<file path="src/hdl/palette_gradient_color_mapper_top_assert.svh">
// assertion macros shared by the palette gradient color mapper modules
`ifndef PALETTE_GRADIENT_COLOR_MAPPER_TOP_ASSERT_SVH
`define PALETTE_GRADIENT_COLOR_MAPPER_TOP_ASSERT_SVH

// same-cycle implication, checked out of reset
`define PGCM_ASSERT_NOW(label, ante, cons, msg) \
    label: assert property (@(posedge aclk) disable iff (!aresetn) \
        (ante) |-> (cons)) else $error(msg);

// next-cycle implication, checked out of reset
`define PGCM_ASSERT_NEXT(label, ante, cons, msg) \
    label: assert property (@(posedge aclk) disable iff (!aresetn) \
        (ante) |=> (cons)) else $error(msg);

`endif

</file>
<file path="src/hdl/pgcm_pkg.sv">
// shared types, constants and blend functions of the palette gradient color mapper
`default_nettype none

package pgcm_pkg;

    localparam int NUM_PALETTES = 8;
    localparam int NUM_SEGMENTS = 5;
    localparam int ENTRIES      = NUM_SEGMENTS + 1;
    localparam int PAL_W        = $clog2(NUM_PALETTES);
    localparam int ENT_W        = $clog2(ENTRIES);
    localparam int FRAC_W       = 17;
    localparam int S_W          = FRAC_W + $clog2(NUM_SEGMENTS + 1);
    localparam int QDEPTH       = 4;
    localparam int QIDX_W       = $clog2(QDEPTH);

    localparam logic [FRAC_W-1:0] Q16_ONE = FRAC_W'(65536);

    typedef enum logic [1:0] {
        REG_PALETTE_SELECT        = 2'd0,
        REG_TARGET_PALETTE_SELECT = 2'd1,
        REG_TRANSITION_ENABLE     = 2'd2,
        REG_FADE_WEIGHT           = 2'd3
    } cfg_index_t;

    typedef struct packed {
        logic [2:0]        palette_select;
        logic [2:0]        target_palette_select;
        logic              transition_enable;
        logic [FRAC_W-1:0] fade_weight;
    } cfg_t;

    // one classified item as it travels from front to back
    typedef struct packed {
        logic              is_write;
        logic [2:0]        palette_number;
        logic [2:0]        entry_index;
        logic [23:0]       entry_color;
        logic [ENT_W-1:0]  seg;
        logic [FRAC_W-1:0] frac;
    } item_t;

    // floor(a + (b - a) * f / 65536), f in 0..65536
    function automatic logic [7:0] blend_chan(input logic [7:0] a, input logic [7:0] b,
                                              input logic [FRAC_W-1:0] f);
        logic signed [8:0]  d;
        logic signed [26:0] acc;
        d   = $signed({1'b0, b}) - $signed({1'b0, a});
        acc = $signed({3'b000, a, 16'h0000}) + d * $signed({1'b0, f});
        return acc[23:16];
    endfunction

    function automatic logic [23:0] blend_rgb(input logic [23:0] c1, input logic [23:0] c2,
                                              input logic [FRAC_W-1:0] f);
        return {blend_chan(c1[23:16], c2[23:16], f),
                blend_chan(c1[15:8], c2[15:8], f),
                blend_chan(c1[7:0], c2[7:0], f)};
    endfunction

endpackage

`default_nettype wire

</file>
<file path="src/hdl/palette_gradient_color_mapper_top.sv">
// top level of the palette gradient color mapper: config registers and block wiring
//
// s_ channel: one transfer per item. tuser = opcode. opcode 0 maps s_tdata's position
//   (signed Q16, clamped to 0..1.0) to a color, opcode 1 writes entry_color into entry
//   entry_index of palette palette_number and gives no result.
// m_ channel: one color per map item, in input order.
// cfg channel: always ready; cfg_index picks palette select, target palette select,
//   transition enable or fade weight. Write it only while the block is idle.
// path: a map item passes the queue, the palette memory read, the crossfade stage and
//   the segment blend output register before it shows on m_tvalid.
// throughput: one item per cycle unless stalled, writes included; one pipelined back end
// reset: all config registers go to zero and every palette entry reads as black at once
//   through per-entry valid flags; no clearing pass.
// stall: with a color waiting and m_tready low, back pipeline and output hold; the
//   four-entry queue keeps taking items until it fills, then s_tready drops.
`default_nettype none

module palette_gradient_color_mapper_top
    import pgcm_pkg::*;
(
    input  wire logic        aclk,
    input  wire logic        aresetn,
    input  wire logic        s_tvalid,
    output logic             s_tready,
    input  wire logic [47:0] s_tdata,   // position[17:0], palette_number[20:18],
                                        // entry_index[23:21], entry_color[47:24]
    input  wire logic        s_tuser,   // opcode
    output logic             m_tvalid,
    input  wire logic        m_tready,
    output logic [23:0]      m_tdata,   // color
    input  wire logic        cfg_valid,
    output logic             cfg_ready,
    input  wire logic [1:0]  cfg_index,
    input  wire logic [16:0] cfg_data
);

    cfg_t  cfg_reg;
    item_t front_item;
    item_t head;
    logic  full, empty, pop, push;

    assign cfg_ready = 1'b1;

    always_ff @(posedge aclk) begin
        if (!aresetn) begin
            cfg_reg <= '0;
        end else if (cfg_valid) begin
            unique case (cfg_index_t'(cfg_index))
                REG_PALETTE_SELECT:        cfg_reg.palette_select        <= cfg_data[2:0];
                REG_TARGET_PALETTE_SELECT: cfg_reg.target_palette_select <= cfg_data[2:0];
                REG_TRANSITION_ENABLE:     cfg_reg.transition_enable     <= cfg_data[0];
                REG_FADE_WEIGHT:           cfg_reg.fade_weight           <= cfg_data;
                default: ;
            endcase
        end
    end

    assign s_tready = !full;
    assign push     = s_tvalid && !full;

    pgcm_front u_front (
        .s_tdata (s_tdata),
        .s_tuser (s_tuser),
        .item    (front_item)
    );

    pgcm_queue u_queue (
        .aclk      (aclk),
        .aresetn   (aresetn),
        .push      (push),
        .push_item (front_item),
        .full      (full),
        .pop       (pop),
        .head      (head),
        .empty     (empty)
    );

    pgcm_back u_back (
        .aclk     (aclk),
        .aresetn  (aresetn),
        .cfg      (cfg_reg),
        .head     (head),
        .empty    (empty),
        .pop      (pop),
        .m_tvalid (m_tvalid),
        .m_tready (m_tready),
        .m_tdata  (m_tdata)
    );

endmodule

`default_nettype wire

</file>
<file path="src/hdl/pgcm_front.sv">
// front end: unpacks input transfers, clamps and scales the position into segment and fraction
`default_nettype none

module pgcm_front
    import pgcm_pkg::*;
(
    input  wire logic [47:0] s_tdata,  // position[17:0], palette_number[20:18],
                                       // entry_index[23:21], entry_color[47:24]
    input  wire logic        s_tuser,  // opcode
    output item_t            item
);

    logic signed [17:0] position;
    logic [FRAC_W-1:0]  p;
    logic [S_W-1:0]     s;
    logic [S_W-17:0]    seg_raw;
    logic [ENT_W-1:0]   seg;

    always_comb begin
        position = $signed(s_tdata[17:0]);
        priority if (position[17]) begin
            p = '0;
        end else if (position[16:0] > Q16_ONE) begin
            p = Q16_ONE;
        end else begin
            p = position[16:0];
        end
        s       = S_W'(p) * S_W'(NUM_SEGMENTS);
        seg_raw = s[S_W-1:16];
        // the end point lands on the last segment with a full fraction
        if (seg_raw >= (S_W-16)'(NUM_SEGMENTS)) begin
            seg = ENT_W'(NUM_SEGMENTS - 1);
        end else begin
            seg = ENT_W'(seg_raw);
        end

        item.is_write       = s_tuser;
        item.palette_number = s_tdata[20:18];
        item.entry_index    = s_tdata[23:21];
        item.entry_color    = s_tdata[47:24];
        item.seg            = seg;
        item.frac           = FRAC_W'(s - (S_W'(seg) << 16));
    end

endmodule

`default_nettype wire

</file>
<file path="src/hdl/pgcm_queue.sv">
// short fifo between the front and back parts
`default_nettype none

module pgcm_queue
    import pgcm_pkg::*;
(
    input  wire logic  aclk,
    input  wire logic  aresetn,
    input  wire logic  push,
    input  item_t      push_item,
    output logic       full,
    input  wire logic  pop,
    output item_t      head,
    output logic       empty
);

    `include "palette_gradient_color_mapper_top_assert.svh"

    item_t             store_reg [QDEPTH];
    logic [QIDX_W-1:0] wr_ptr_reg, wr_ptr_next;
    logic [QIDX_W-1:0] rd_ptr_reg, rd_ptr_next;
    logic [QIDX_W:0]   count_reg, count_next;

    assign full  = (count_reg == (QIDX_W+1)'(QDEPTH));
    assign empty = (count_reg == '0);
    assign head  = store_reg[rd_ptr_reg];

    always_comb begin
        wr_ptr_next = push ? wr_ptr_reg + QIDX_W'(1) : wr_ptr_reg;
        rd_ptr_next = pop ? rd_ptr_reg + QIDX_W'(1) : rd_ptr_reg;
        count_next  = count_reg + (QIDX_W+1)'(push) - (QIDX_W+1)'(pop);
    end

    always_ff @(posedge aclk) begin
        if (!aresetn) begin
            wr_ptr_reg <= '0;
            rd_ptr_reg <= '0;
            count_reg  <= '0;
        end else begin
            wr_ptr_reg <= wr_ptr_next;
            rd_ptr_reg <= rd_ptr_next;
            count_reg  <= count_next;
        end
    end

    always_ff @(posedge aclk) begin
        if (push) begin
            store_reg[wr_ptr_reg] <= push_item;
        end
    end

    `PGCM_ASSERT_NOW(a_no_push_full, push, !full, "queue push while full")
    `PGCM_ASSERT_NOW(a_no_pop_empty, pop, !empty, "queue pop while empty")
    `PGCM_ASSERT_NEXT(a_count_up, push && !pop, count_reg == $past(count_reg) + 1'b1,
                      "queue count did not grow on push")

endmodule

`default_nettype wire

</file>
<file path="src/hdl/pgcm_back.sv">
// back end: palette memory, crossfade and segment blend pipeline, output register
`default_nettype none

module pgcm_back
    import pgcm_pkg::*;
(
    input  wire logic        aclk,
    input  wire logic        aresetn,
    input  cfg_t             cfg,
    input  item_t            head,
    input  wire logic        empty,
    output logic             pop,
    output logic             m_tvalid,
    input  wire logic        m_tready,
    output logic [23:0]      m_tdata   // color
);

    `include "palette_gradient_color_mapper_top_assert.svh"

    // one bank per palette entry, addressed by palette number
    logic [23:0] palette_mem [ENTRIES][NUM_PALETTES];
    logic [ENTRIES-1:0][NUM_PALETTES-1:0] valid_reg;

    logic              advance;
    logic              do_write, do_map;
    logic              write_ok, cur_ok, tgt_ok;
    logic [PAL_W-1:0]  cur_addr, tgt_addr, wr_addr;

    // stage 1: memory read data
    logic [23:0]       rd_cur_reg [ENTRIES];
    logic [23:0]       rd_tgt_reg [ENTRIES];
    logic [ENTRIES-1:0] vcur_reg, vtgt_reg;
    logic [ENT_W-1:0]  seg1_reg;
    logic [FRAC_W-1:0] frac1_reg;
    logic              v1_reg;

    // stage 2: end colors of the segment
    logic [23:0]       c1_reg, c2_reg;
    logic [FRAC_W-1:0] frac2_reg;
    logic              v2_reg;

    // stage 3: output
    logic [23:0]       color_reg;
    logic              out_valid_reg;

    logic [ENT_W-1:0]  seg_hi;
    logic [23:0]       a_cur, b_cur, a_tgt, b_tgt;
    logic [FRAC_W-1:0] ft;
    logic [23:0]       c1_next, c2_next;

    assign advance  = !out_valid_reg || m_tready;
    assign pop      = !empty && advance;
    assign do_write = pop && head.is_write;
    assign do_map   = pop && !head.is_write;
    assign write_ok = ({1'b0, head.palette_number} < 4'(NUM_PALETTES)) &&
                      ({1'b0, head.entry_index} < 4'(ENTRIES));
    assign cur_ok   = ({1'b0, cfg.palette_select} < 4'(NUM_PALETTES));
    assign tgt_ok   = ({1'b0, cfg.target_palette_select} < 4'(NUM_PALETTES));
    assign cur_addr = PAL_W'(cfg.palette_select);
    assign tgt_addr = PAL_W'(cfg.target_palette_select);
    assign wr_addr  = PAL_W'(head.palette_number);

    always_ff @(posedge aclk) begin
        for (int e = 0; e < ENTRIES; e++) begin
            if (do_write && write_ok && (ENT_W'(e) == ENT_W'(head.entry_index))) begin
                palette_mem[e][wr_addr] <= head.entry_color;
            end
            if (do_map) begin
                rd_cur_reg[e] <= palette_mem[e][cur_addr];
                rd_tgt_reg[e] <= palette_mem[e][tgt_addr];
            end
        end
    end

    always_ff @(posedge aclk) begin
        if (!aresetn) begin
            valid_reg <= '0;
        end else if (do_write && write_ok) begin
            valid_reg[ENT_W'(head.entry_index)][wr_addr] <= 1'b1;
        end
    end

    always_ff @(posedge aclk) begin
        if (do_map) begin
            for (int e = 0; e < ENTRIES; e++) begin
                vcur_reg[e] <= valid_reg[e][cur_addr] && cur_ok;
                vtgt_reg[e] <= valid_reg[e][tgt_addr] && tgt_ok;
            end
            seg1_reg  <= head.seg;
            frac1_reg <= head.frac;
        end
    end

    always_comb begin
        seg_hi  = seg1_reg + ENT_W'(1);
        // never-written entries read as black
        a_cur   = vcur_reg[seg1_reg] ? rd_cur_reg[seg1_reg] : 24'h000000;
        b_cur   = vcur_reg[seg_hi] ? rd_cur_reg[seg_hi] : 24'h000000;
        a_tgt   = vtgt_reg[seg1_reg] ? rd_tgt_reg[seg1_reg] : 24'h000000;
        b_tgt   = vtgt_reg[seg_hi] ? rd_tgt_reg[seg_hi] : 24'h000000;
        ft      = (cfg.fade_weight > Q16_ONE) ? Q16_ONE : cfg.fade_weight;
        if (cfg.transition_enable) begin
            c1_next = blend_rgb(a_cur, a_tgt, ft);
            c2_next = blend_rgb(b_cur, b_tgt, ft);
        end else begin
            c1_next = a_cur;
            c2_next = b_cur;
        end
    end

    always_ff @(posedge aclk) begin
        if (advance) begin
            c1_reg    <= c1_next;
            c2_reg    <= c2_next;
            frac2_reg <= frac1_reg;
            color_reg <= blend_rgb(c1_reg, c2_reg, frac2_reg);
        end
    end

    always_ff @(posedge aclk) begin
        if (!aresetn) begin
            v1_reg        <= 1'b0;
            v2_reg        <= 1'b0;
            out_valid_reg <= 1'b0;
        end else if (advance) begin
            v1_reg        <= do_map;
            v2_reg        <= v1_reg;
            out_valid_reg <= v2_reg;
        end
    end

    assign m_tvalid = out_valid_reg;
    assign m_tdata  = color_reg;

    `PGCM_ASSERT_NEXT(a_write_no_result, do_write, !v1_reg, "write item entered blend pipeline")
    `PGCM_ASSERT_NOW(a_pop_only_on_advance, pop, advance, "queue popped while pipeline stalled")
    `PGCM_ASSERT_NEXT(a_stall_holds_stages, !advance, $stable(v1_reg) && $stable(v2_reg),
                      "pipeline moved during stall")

endmodule

`default_nettype wire

</file>
<file path="config.mk">
export PLATFORM = sky130hd
export DESIGN_NAME = palette_gradient_color_mapper_top
export DESIGN_NICKNAME = d
export VERILOG_FILES = /design/src/hdl/pgcm_pkg.sv /design/src/hdl/palette_gradient_color_mapper_top.sv /design/src/hdl/pgcm_front.sv /design/src/hdl/pgcm_queue.sv /design/src/hdl/pgcm_back.sv
export VERILOG_INCLUDE_DIRS = /design/src /design/src/hdl
export SDC_FILE = /design/constraint.sdc
export NUM_CORES = 2
export LEC_CHECK = 0
export ABC_AREA = 1
export BUFFER_PORTS_ARGS = -buffer_cell sky130_fd_sc_hd__buf_4
export CAP_MARGIN = 20
export CELL_PAD_IN_SITES_DETAIL_PLACEMENT = 1
export CELL_PAD_IN_SITES_GLOBAL_PLACEMENT = 1
export CORE_ASPECT_RATIO = 0.9
export CORE_MARGIN = 3
export CORE_UTILIZATION = 46
export DETAILED_ROUTE_END_ITERATION = 6
export GPL_ROUTABILITY_DRIVEN = 0
export HOLD_SLACK_MARGIN = 0.1
export PLACE_DENSITY_LB_ADDON = 0.25
export SYNTH_ARGS = -nofsm -noshare
export SYNTH_HDL_FRONTEND = slang
export SYNTH_SLANG_ARGS = --single-unit
export TNS_END_PERCENT = 30
</file>
<file path="constraint.sdc">
create_clock -name aclk -period 10.57 [get_ports aclk]
set_clock_uncertainty 0.1 [all_clocks]
set_input_delay 0.5285 -clock aclk [delete_from_list [all_inputs] [get_ports aclk]]
set_output_delay 0.5285 -clock aclk [all_outputs]
set_load 0.02 [all_outputs]
</file>
**After elaboration in Yosys (flattened, before gate mapping)**

Memory sizes are Yosys's and may differ from the RTL's. A register that Yosys moved wholly into a read port is not among the register bits.
Cells that the tools add are included.

- Muxes and demuxes: 119
- Reduce and logical (&&, ||, !) cells: 31
- Bitwise operators: 4
- Order comparisons: 16
- Eq/ne operators: 9
- Multiply operators: 10
- Add/subtract/negate cells: 24

Operator list:

| cell | number |
|---|---|
| 192-bit two-way mux | 16 |
| 192-bit OR reduction | 5 |
| 24-bit binary-select mux with 3-bit select | 12 |
| 24-bit two-way mux | 31 |
| 24-bit adder | 9 |
| 9-bit by 18-bit multiplier with 24-bit output | 9 |
| 8-bit by 8-bit subtractor with 9-bit output | 9 |
| 24-bit demux with 3-bit select | 1 |
| 17-bit two-way mux | 3 |
| 1-bit binary-select mux with 3-bit select | 16 |
| 48-bit OR | 1 |
| 17-bit greater-than comparator (second input constant) | 2 |
| 1-bit two-way mux | 27 |
| 8-bit demux with 3-bit select | 1 |
| 3-bit by 4-bit less-than comparator with 1-bit output (second input constant) | 6 |
| 3-bit two-way mux | 8 |
| 17-bit by 3-bit multiplier with 20-bit output (second input constant) | 1 |
| 17-bit subtractor | 1 |
| 1-bit logical AND | 14 |
| 4-bit >= comparator (second input constant) | 3 |
| 3-bit NOT with 4-bit output | 3 |
| 8-bit two-way mux | 1 |
| 2-bit AND reduction | 4 |
| 2-bit by 3-bit equality test with 1-bit output (first input constant) | 2 |
| 19 further kinds | 28 |

- RAM bits: 1,644
- Output and inout bits: 27
- Input port bits: 73
- Bits in registers: 203
- Memories: 4
- Logic and storage cells: 241

Memory list:

| memory | depth | width | read ports | clocked after Yosys merged registers in | write ports | line | RTL |
|---|---|---|---|---|---|---|---|
| u_back.palette_mem | 6 | 192 | 6 | 0 | 1 | pgcm_back.sv:21 | `logic [23:0] palette_mem [ENTRIES][NUM_PALETTES];` |
| u_queue.store_reg | 4 | 51 | 1 | 1 | 1 | pgcm_queue.sv:19 | `item_t store_reg [QDEPTH];` |
| u_back.rd_cur_reg | 6 | 24 | 2 | 1 | 6 | pgcm_back.sv:30 | `logic [23:0] rd_cur_reg [ENTRIES];` |
| u_back.rd_tgt_reg | 6 | 24 | 2 | 1 | 6 | pgcm_back.sv:31 | `logic [23:0] rd_tgt_reg [ENTRIES];` |

**Logic depth before layout (Yosys ltp)**

- Depth in word-level cells: 14
- Depth in mapped cells: 43
- Gate-level depth less buffers: 40

**Hierarchy**

A second synthesis with hierarchy kept.

- Cells, all modules: 14,208
- Area total of the unflattened synthesis: 129,843.3 um^2

By module, submodules not included:

| module | area each (um^2) | sequential area each (um^2) | instances | cells each |
|---|---|---|---|---|
| pgcm_back | 118,748.9 | 47,956.0 | 1 | 13,120 |
| pgcm_queue | 8,465.6 | 6,306.0 | 1 | 650 |
| pgcm_front | 1,581.5 | 0.0 | 1 | 277 |
| palette_gradient_color_mapper_top | 1,047.3 | 480.5 | 1 | 161 |

**Least setup slack after synthesis**

Ideal clock, no wire load.

- Path type: input -> register
- From: input port m_tready
- To: register u_back.frac1_reg[0] (enable)
- Setup time: 674 ps
- Data required time: 9,796 ps
- Path buffers: 0
- Data arrival time: 9,283 ps
- Setup slack: 513 ps
- Stages: 6
- Cell sequence: nor2_1 > inv_1 > o31ai_1 > inv_1 > nand2_1 > inv_1

- Cells in the longest elaborated chain, start to end: 3

RTL lines:

| element | line | RTL |
|---|---|---|
| start, declared | palette_gradient_color_mapper_top.sv:29 | `input wire logic m_tready,` |
| 1-bit logical OR | pgcm_back.sv:51 | `assign advance = !out_valid_reg \|\| m_tready;` |
| net u_back.advance | pgcm_back.sv:24 | `logic advance;` |
| 1-bit logical AND | pgcm_back.sv:52 | `assign pop = !empty && advance;` |
| net pop | palette_gradient_color_mapper_top.sv:40 | `logic full, empty, pop, push;` |
| 1-bit logical AND | pgcm_back.sv:54 | `assign do_map = pop && !head.is_write;` |
| net u_back.do_map | pgcm_back.sv:25 | `logic do_write, do_map;` |
| end signal, assigned | pgcm_back.sv:90 | `frac1_reg <= head.frac;` |
| end, declared | pgcm_back.sv:34 | `logic [FRAC_W-1:0] frac1_reg;` |

The timed path passes the listed nets, and every way through them passes these cells.
A chain may end at the register's enable or synchronous reset.

**Worst setup path in the final report**

- From: register u_back.seg1_reg[1]
- To: register u_back.c2_reg[6] (data pin)

- Cells in the longest elaborated chain, start to end: 8
- Elaborated cells between the ends (all ways): 13
- Those cells by class: add/sub (3); mul (1); mux (7); memory (2)

RTL lines:

| element | line | RTL |
|---|---|---|
| start, declared | pgcm_back.sv:33 | `logic [ENT_W-1:0] seg1_reg;` |
| start signal, assigned | pgcm_back.sv:89 | `seg1_reg <= head.seg;` |
| 3-bit by 1-bit adder with 3-bit output (*) | pgcm_back.sv:95 | `seg_hi = seg1_reg + ENT_W'(1);` |
| 1-bit binary-select mux with 3-bit select, on equally long branches | pgcm_back.sv:100, pgcm_back.sv:98 |  |
| 1-bit two-way mux, on equally long branches | pgcm_back.sv:100, pgcm_back.sv:98 |  |
| 24-bit two-way mux, on equally long branches | pgcm_back.sv:100, pgcm_back.sv:98 |  |
| 8-bit by 8-bit subtractor with 9-bit output | pgcm_pkg.sv:47 | `d = $signed({1'b0, b}) - $signed({1'b0, a});` |
| 9-bit by 18-bit multiplier with 24-bit output | pgcm_pkg.sv:48 | `acc = $signed({3'b000, a, 16'h0000}) + d * $signed({1'b0, f});` |
| 24-bit adder | pgcm_pkg.sv:48 |  |
| 24-bit two-way mux (*) | pgcm_back.sv:102 | `if (cfg.transition_enable) begin` |
| net u_back.c2_next[6] | pgcm_back.sv:49 | `logic [23:0] c1_next, c2_next;` |
| end signal, assigned | pgcm_back.sv:114 | `c2_reg <= c2_next;` |
| end, declared | pgcm_back.sv:38 | `logic [23:0] c1_reg, c2_reg;` |

The timed path passes the listed nets; every way through them passes the cells marked *. The select of a mux whose other input is x is not followed.

==> results.md <==
- Status: finished, final reports clean
- Critical path arrival: approximately 10 ns
- CTS tree: done
- WS Path Type: flop to flop
- Post-synthesis cell area: ~130,000 um^2
- Sequential-to-total area share from yosys stat: 42.5%
- Largest net degree at the start of global routing: around 190
- FF+latch count, synth: between 1,500 and 2,000
- # setup viols final: 0
- Mean Syn Cell Area: about 9.2 um^2
- Max reg flops: around 1,200
- Via density: 6.11
- ANT nets after route: 0
- Most Crowded Layer GR: met2
- Netlist cell types: about 60
- IO Count: 100
- Reg2reg path depth: 34
- Slew Viols, Final: 0
- Worst setup SP type: flop
- Max Buffers Root-to-Sink: 4
- Layout fillers: around 31,000
- Share of cells above drive strength 1: between 5 and 6%
- Vias in the first global route: roughly 110k
- Slew headroom: 21.9%
- First drt pass iteration count: 6
- Achievable clock frequency: between 100 and 150 MHz
- Worst Hold Depth: 2
- Post-Route WL: 490 mm
- Grt met2 use: 54.2%
- Routed vias: about 110k
- Final min period: 9.75 ns
- Max incr delay on CP: slightly above 0.7 ns
- MaxCap Viol Count: 0
- PnR worst setup slack: 0.815 ns
- GR Util All Layers: approximately a third
- Number of I/O port buffers: 98
- Post-CTS Setup Repair Bufs: 0
- Unrepaired setup endpoints after global routing: no
- Post-synth top flop: edfxtp_1
- Total gr overflow: 0
- Initial core utilization: a little under half
- Critical Path End Type: flop
- Worst Tran Pin Value: between 1 and 1.5 ns
- # clock sinks: between 1,500 and 2,000
- Final Hold Viols: 0
- Final TNS setup: 0 ns
- # resized after CTS: 0
- CP max stage cell: ha_4
- Met3 Usage GRT: 5.69%
- Post-route DRC: 0
- Multi-input gate area: about 64,000 um^2
- Ys Warns: 0
- Hold Crit Class: input port to flop
- Full die area: 287,000 um^2
- Worst slack, placed: roughly 1 ns
- WL/cell: 27.8 um
- FF+latch area: ~55,000 um^2
- Syn_nets: 15,600
- Hold buffer count at CTS: between 50 and 60
- M1 GR Usage: 43.3%
- Reg clk slew, reported paths: about 0.07 ns
- DIE HEIGHT: about 500 um
- DRT iter0 DRCs: ~12,000
- EDFF count, synth: between 1,500 and 2,000
- Cell Area, Placed: 134,000 um^2
- Synth-to-layout area growth: 9.12%
- Global-route wire length before repair: approximately 730 mm
- Total CTS buffers: between 200 and 250
- Critical path data required time: between 10 and 15 ns
- Skew-Pair Late Insertion Delay: about 0.95 ns
- Initial antenna violation count: 16
- CTS Root Cell: clkbuf_16
- Design area: 141,000 um^2
- DP HPWL: ~330 mm
- H-tree levels: 4
- Core ar.: 278,000 um^2
- Ys async rst share: 0%
- Hold Slack: around 0.23 ns
- Post-Synthesis Cells: 14,000
- CP Max Fanout: 57
- Tcrit/Tclk final: 92.3%
- Final #Nets: between 15,000 and 20,000
- Site row count: between 150 and 200
- Die Width: 564 um
==> layer usage <==
layer / part of all wire [%] / vias to the layer above
li1: - / 46000
met4: 6.8 / 10
met1: 39 / 55000
met3: 8.4 / 1380
met5: 0.013 / -
met2: 46 / 5237
==> worst paths after layout <==
kind | startpoint | endpoint | slack [ns]
worst max-delay path | u_back.seg1_reg[1] | u_back.c2_reg[6] | 0.82
worst min-delay path | s_tdata[46] | u_queue.store_reg[3][42] | 0.23
worst max register to register | u_back.seg1_reg[1] | u_back.c2_reg[6] | 0.82
worst min register to register | u_back.frac1_reg[10] | u_back.frac2_reg[10] | 0.30
==> synth_stat cells (all sizes together) (2+ instances only) <==
| library cell | count | area share (%) |
|---|---|---|
| nand2 | 2266 | 6.6 |
| a211oi | 8 | 0.047 |
| o21ai | 1694 | 6.6 |
| clkbuf | 677 | 2.0 |
| a21boi | 7 | 0.041 |
| xnor2 | 30 | 0.20 |
| nand4 | 39 | 0.20 |
| o211ai | 297 | 1.7 |
| fa | 1019 | 16 |
| buf | 170 | 0.63 |
| clkinv | 7 | 0.020 |
| o221a | 2 | 0.017 |
| or2 | 8 | 0.039 |
| nor3 | 33 | 0.13 |
| dfxtp | 87 | 1.4 |
| o22ai | 93 | 0.45 |
| o2111ai | 2 | 0.014 |
| edfxtp | 1765 | 41 |
| a31o | 4 | 0.027 |
| o21a | 16 | 0.093 |
| ha | 511 | 5.0 |
| a32oi | 6 | 0.058 |
| nand3b | 28 | 0.16 |
| a21oi | 928 | 3.6 |
| o31ai | 4 | 0.023 |
| xor2 | 93 | 0.64 |
| inv | 1941 | 5.7 |
| o32ai | 46 | 0.31 |
| nor4 | 12 | 0.058 |
| o21bai | 7 | 0.041 |
| a31oi | 312 | 1.5 |
| a21o | 13 | 0.076 |
| and2 | 8 | 0.039 |
| nor2 | 1655 | 4.9 |
| a221oi | 4 | 0.027 |
| o311ai | 3 | 0.020 |
| o221ai | 2 | 0.014 |
| nand3 | 190 | 0.76 |
==> layout make-up <==
cell class                 count  area share [%]
multi-input combinational   9348            45.6
antenna                        5         0.00890
inverter                    1948            5.23
clock inverter               116           0.791
tap                         3700            3.29
timing repair buffer         390            2.37
clock buffer                 247            3.73
sequential                  1852            38.9
==> placed cells by master, fill, tap and decap left out, types with 10 or more instances in the layout <==
| cell | synthesis | final |
|---|---|---|
| nor2_1 | 1624 | 1584 |
| nor2_2 | 27 | 23 |
| o32ai_1 | 46 | 46 |
| fa_1 | 1019 | 1019 |
| clkinv_1 | 7 | 50 |
| clkbuf_16 | 0 | 202 |
| o21a_1 | 16 | 16 |
| nor2_4 | 4 | 48 |
| o22ai_4 | 0 | 24 |
| edfxtp_1 | 1765 | 1765 |
| dfxtp_1 | 87 | 77 |
| nor4_1 | 12 | 12 |
| nand2_1 | 2258 | 2257 |
| a21o_1 | 13 | 13 |
| clkbuf_1 | 677 | 43 |
| bufinv_16 | 0 | 19 |
| clkinv_2 | 0 | 36 |
| nand4_1 | 37 | 37 |
| clkinvlp_4 | 0 | 11 |
| o22ai_1 | 93 | 69 |
| o211ai_1 | 297 | 297 |
| nor3_1 | 33 | 33 |
| xnor2_1 | 30 | 30 |
| buf_12 | 0 | 19 |
| buf_4 | 6 | 312 |
| o21ai_0 | 1683 | 1683 |
| dlygate4sd3_1 | 0 | 58 |
| nand3b_1 | 28 | 28 |
| a21oi_1 | 928 | 928 |
| xor2_1 | 92 | 92 |
| a31oi_1 | 312 | 312 |
| inv_6 | 0 | 10 |
| inv_2 | 9 | 14 |
| nand3_1 | 186 | 185 |
| inv_1 | 1932 | 1914 |
| ha_1 | 511 | 510 |
==> stage by stage <==
step	std cells	utilization [%]
floorplan	14000	-
global placement	17200	48.1
detailed placement	17200	48.2
CTS	17600	50.7
global route	17600	50.7
finish	17600	50.7
==> cells by family (layout without fill, tap and decap cells) <==
kind of cell,after synthesis,count (layout),share of synthesized area (%)
AND/OR/NAND/NOR,4243,4243,12.9
AO/OA/AOI/OAI,3451,3451,14.7
buffers and inverters,2795,2701,8.27
flip-flops,1852,1852,42.5
adder cells (fa/ha/maj),1530,1530,20.8
XOR/XNOR,123,123,0.842
other,1,6,0.00291
==> worst max-delay path: cells and delay by family, from the launching register on <==
| family | cells | cell delay [ns] |
|---|---|---|
| fa+ha+maj | 9 | 3.97 |
| compound gates | 7 | 1.43 |
| simple gates | 7 | 0.95 |
| flops | 1 | 0.50 |
| buf+inv | 9 | 1.86 |
| xor+xnor | 2 | 0.61 |
Power is left out: the tool's default activity adds up to more than one toggle a clock period on the data nets, which glitch-free logic cannot reach.
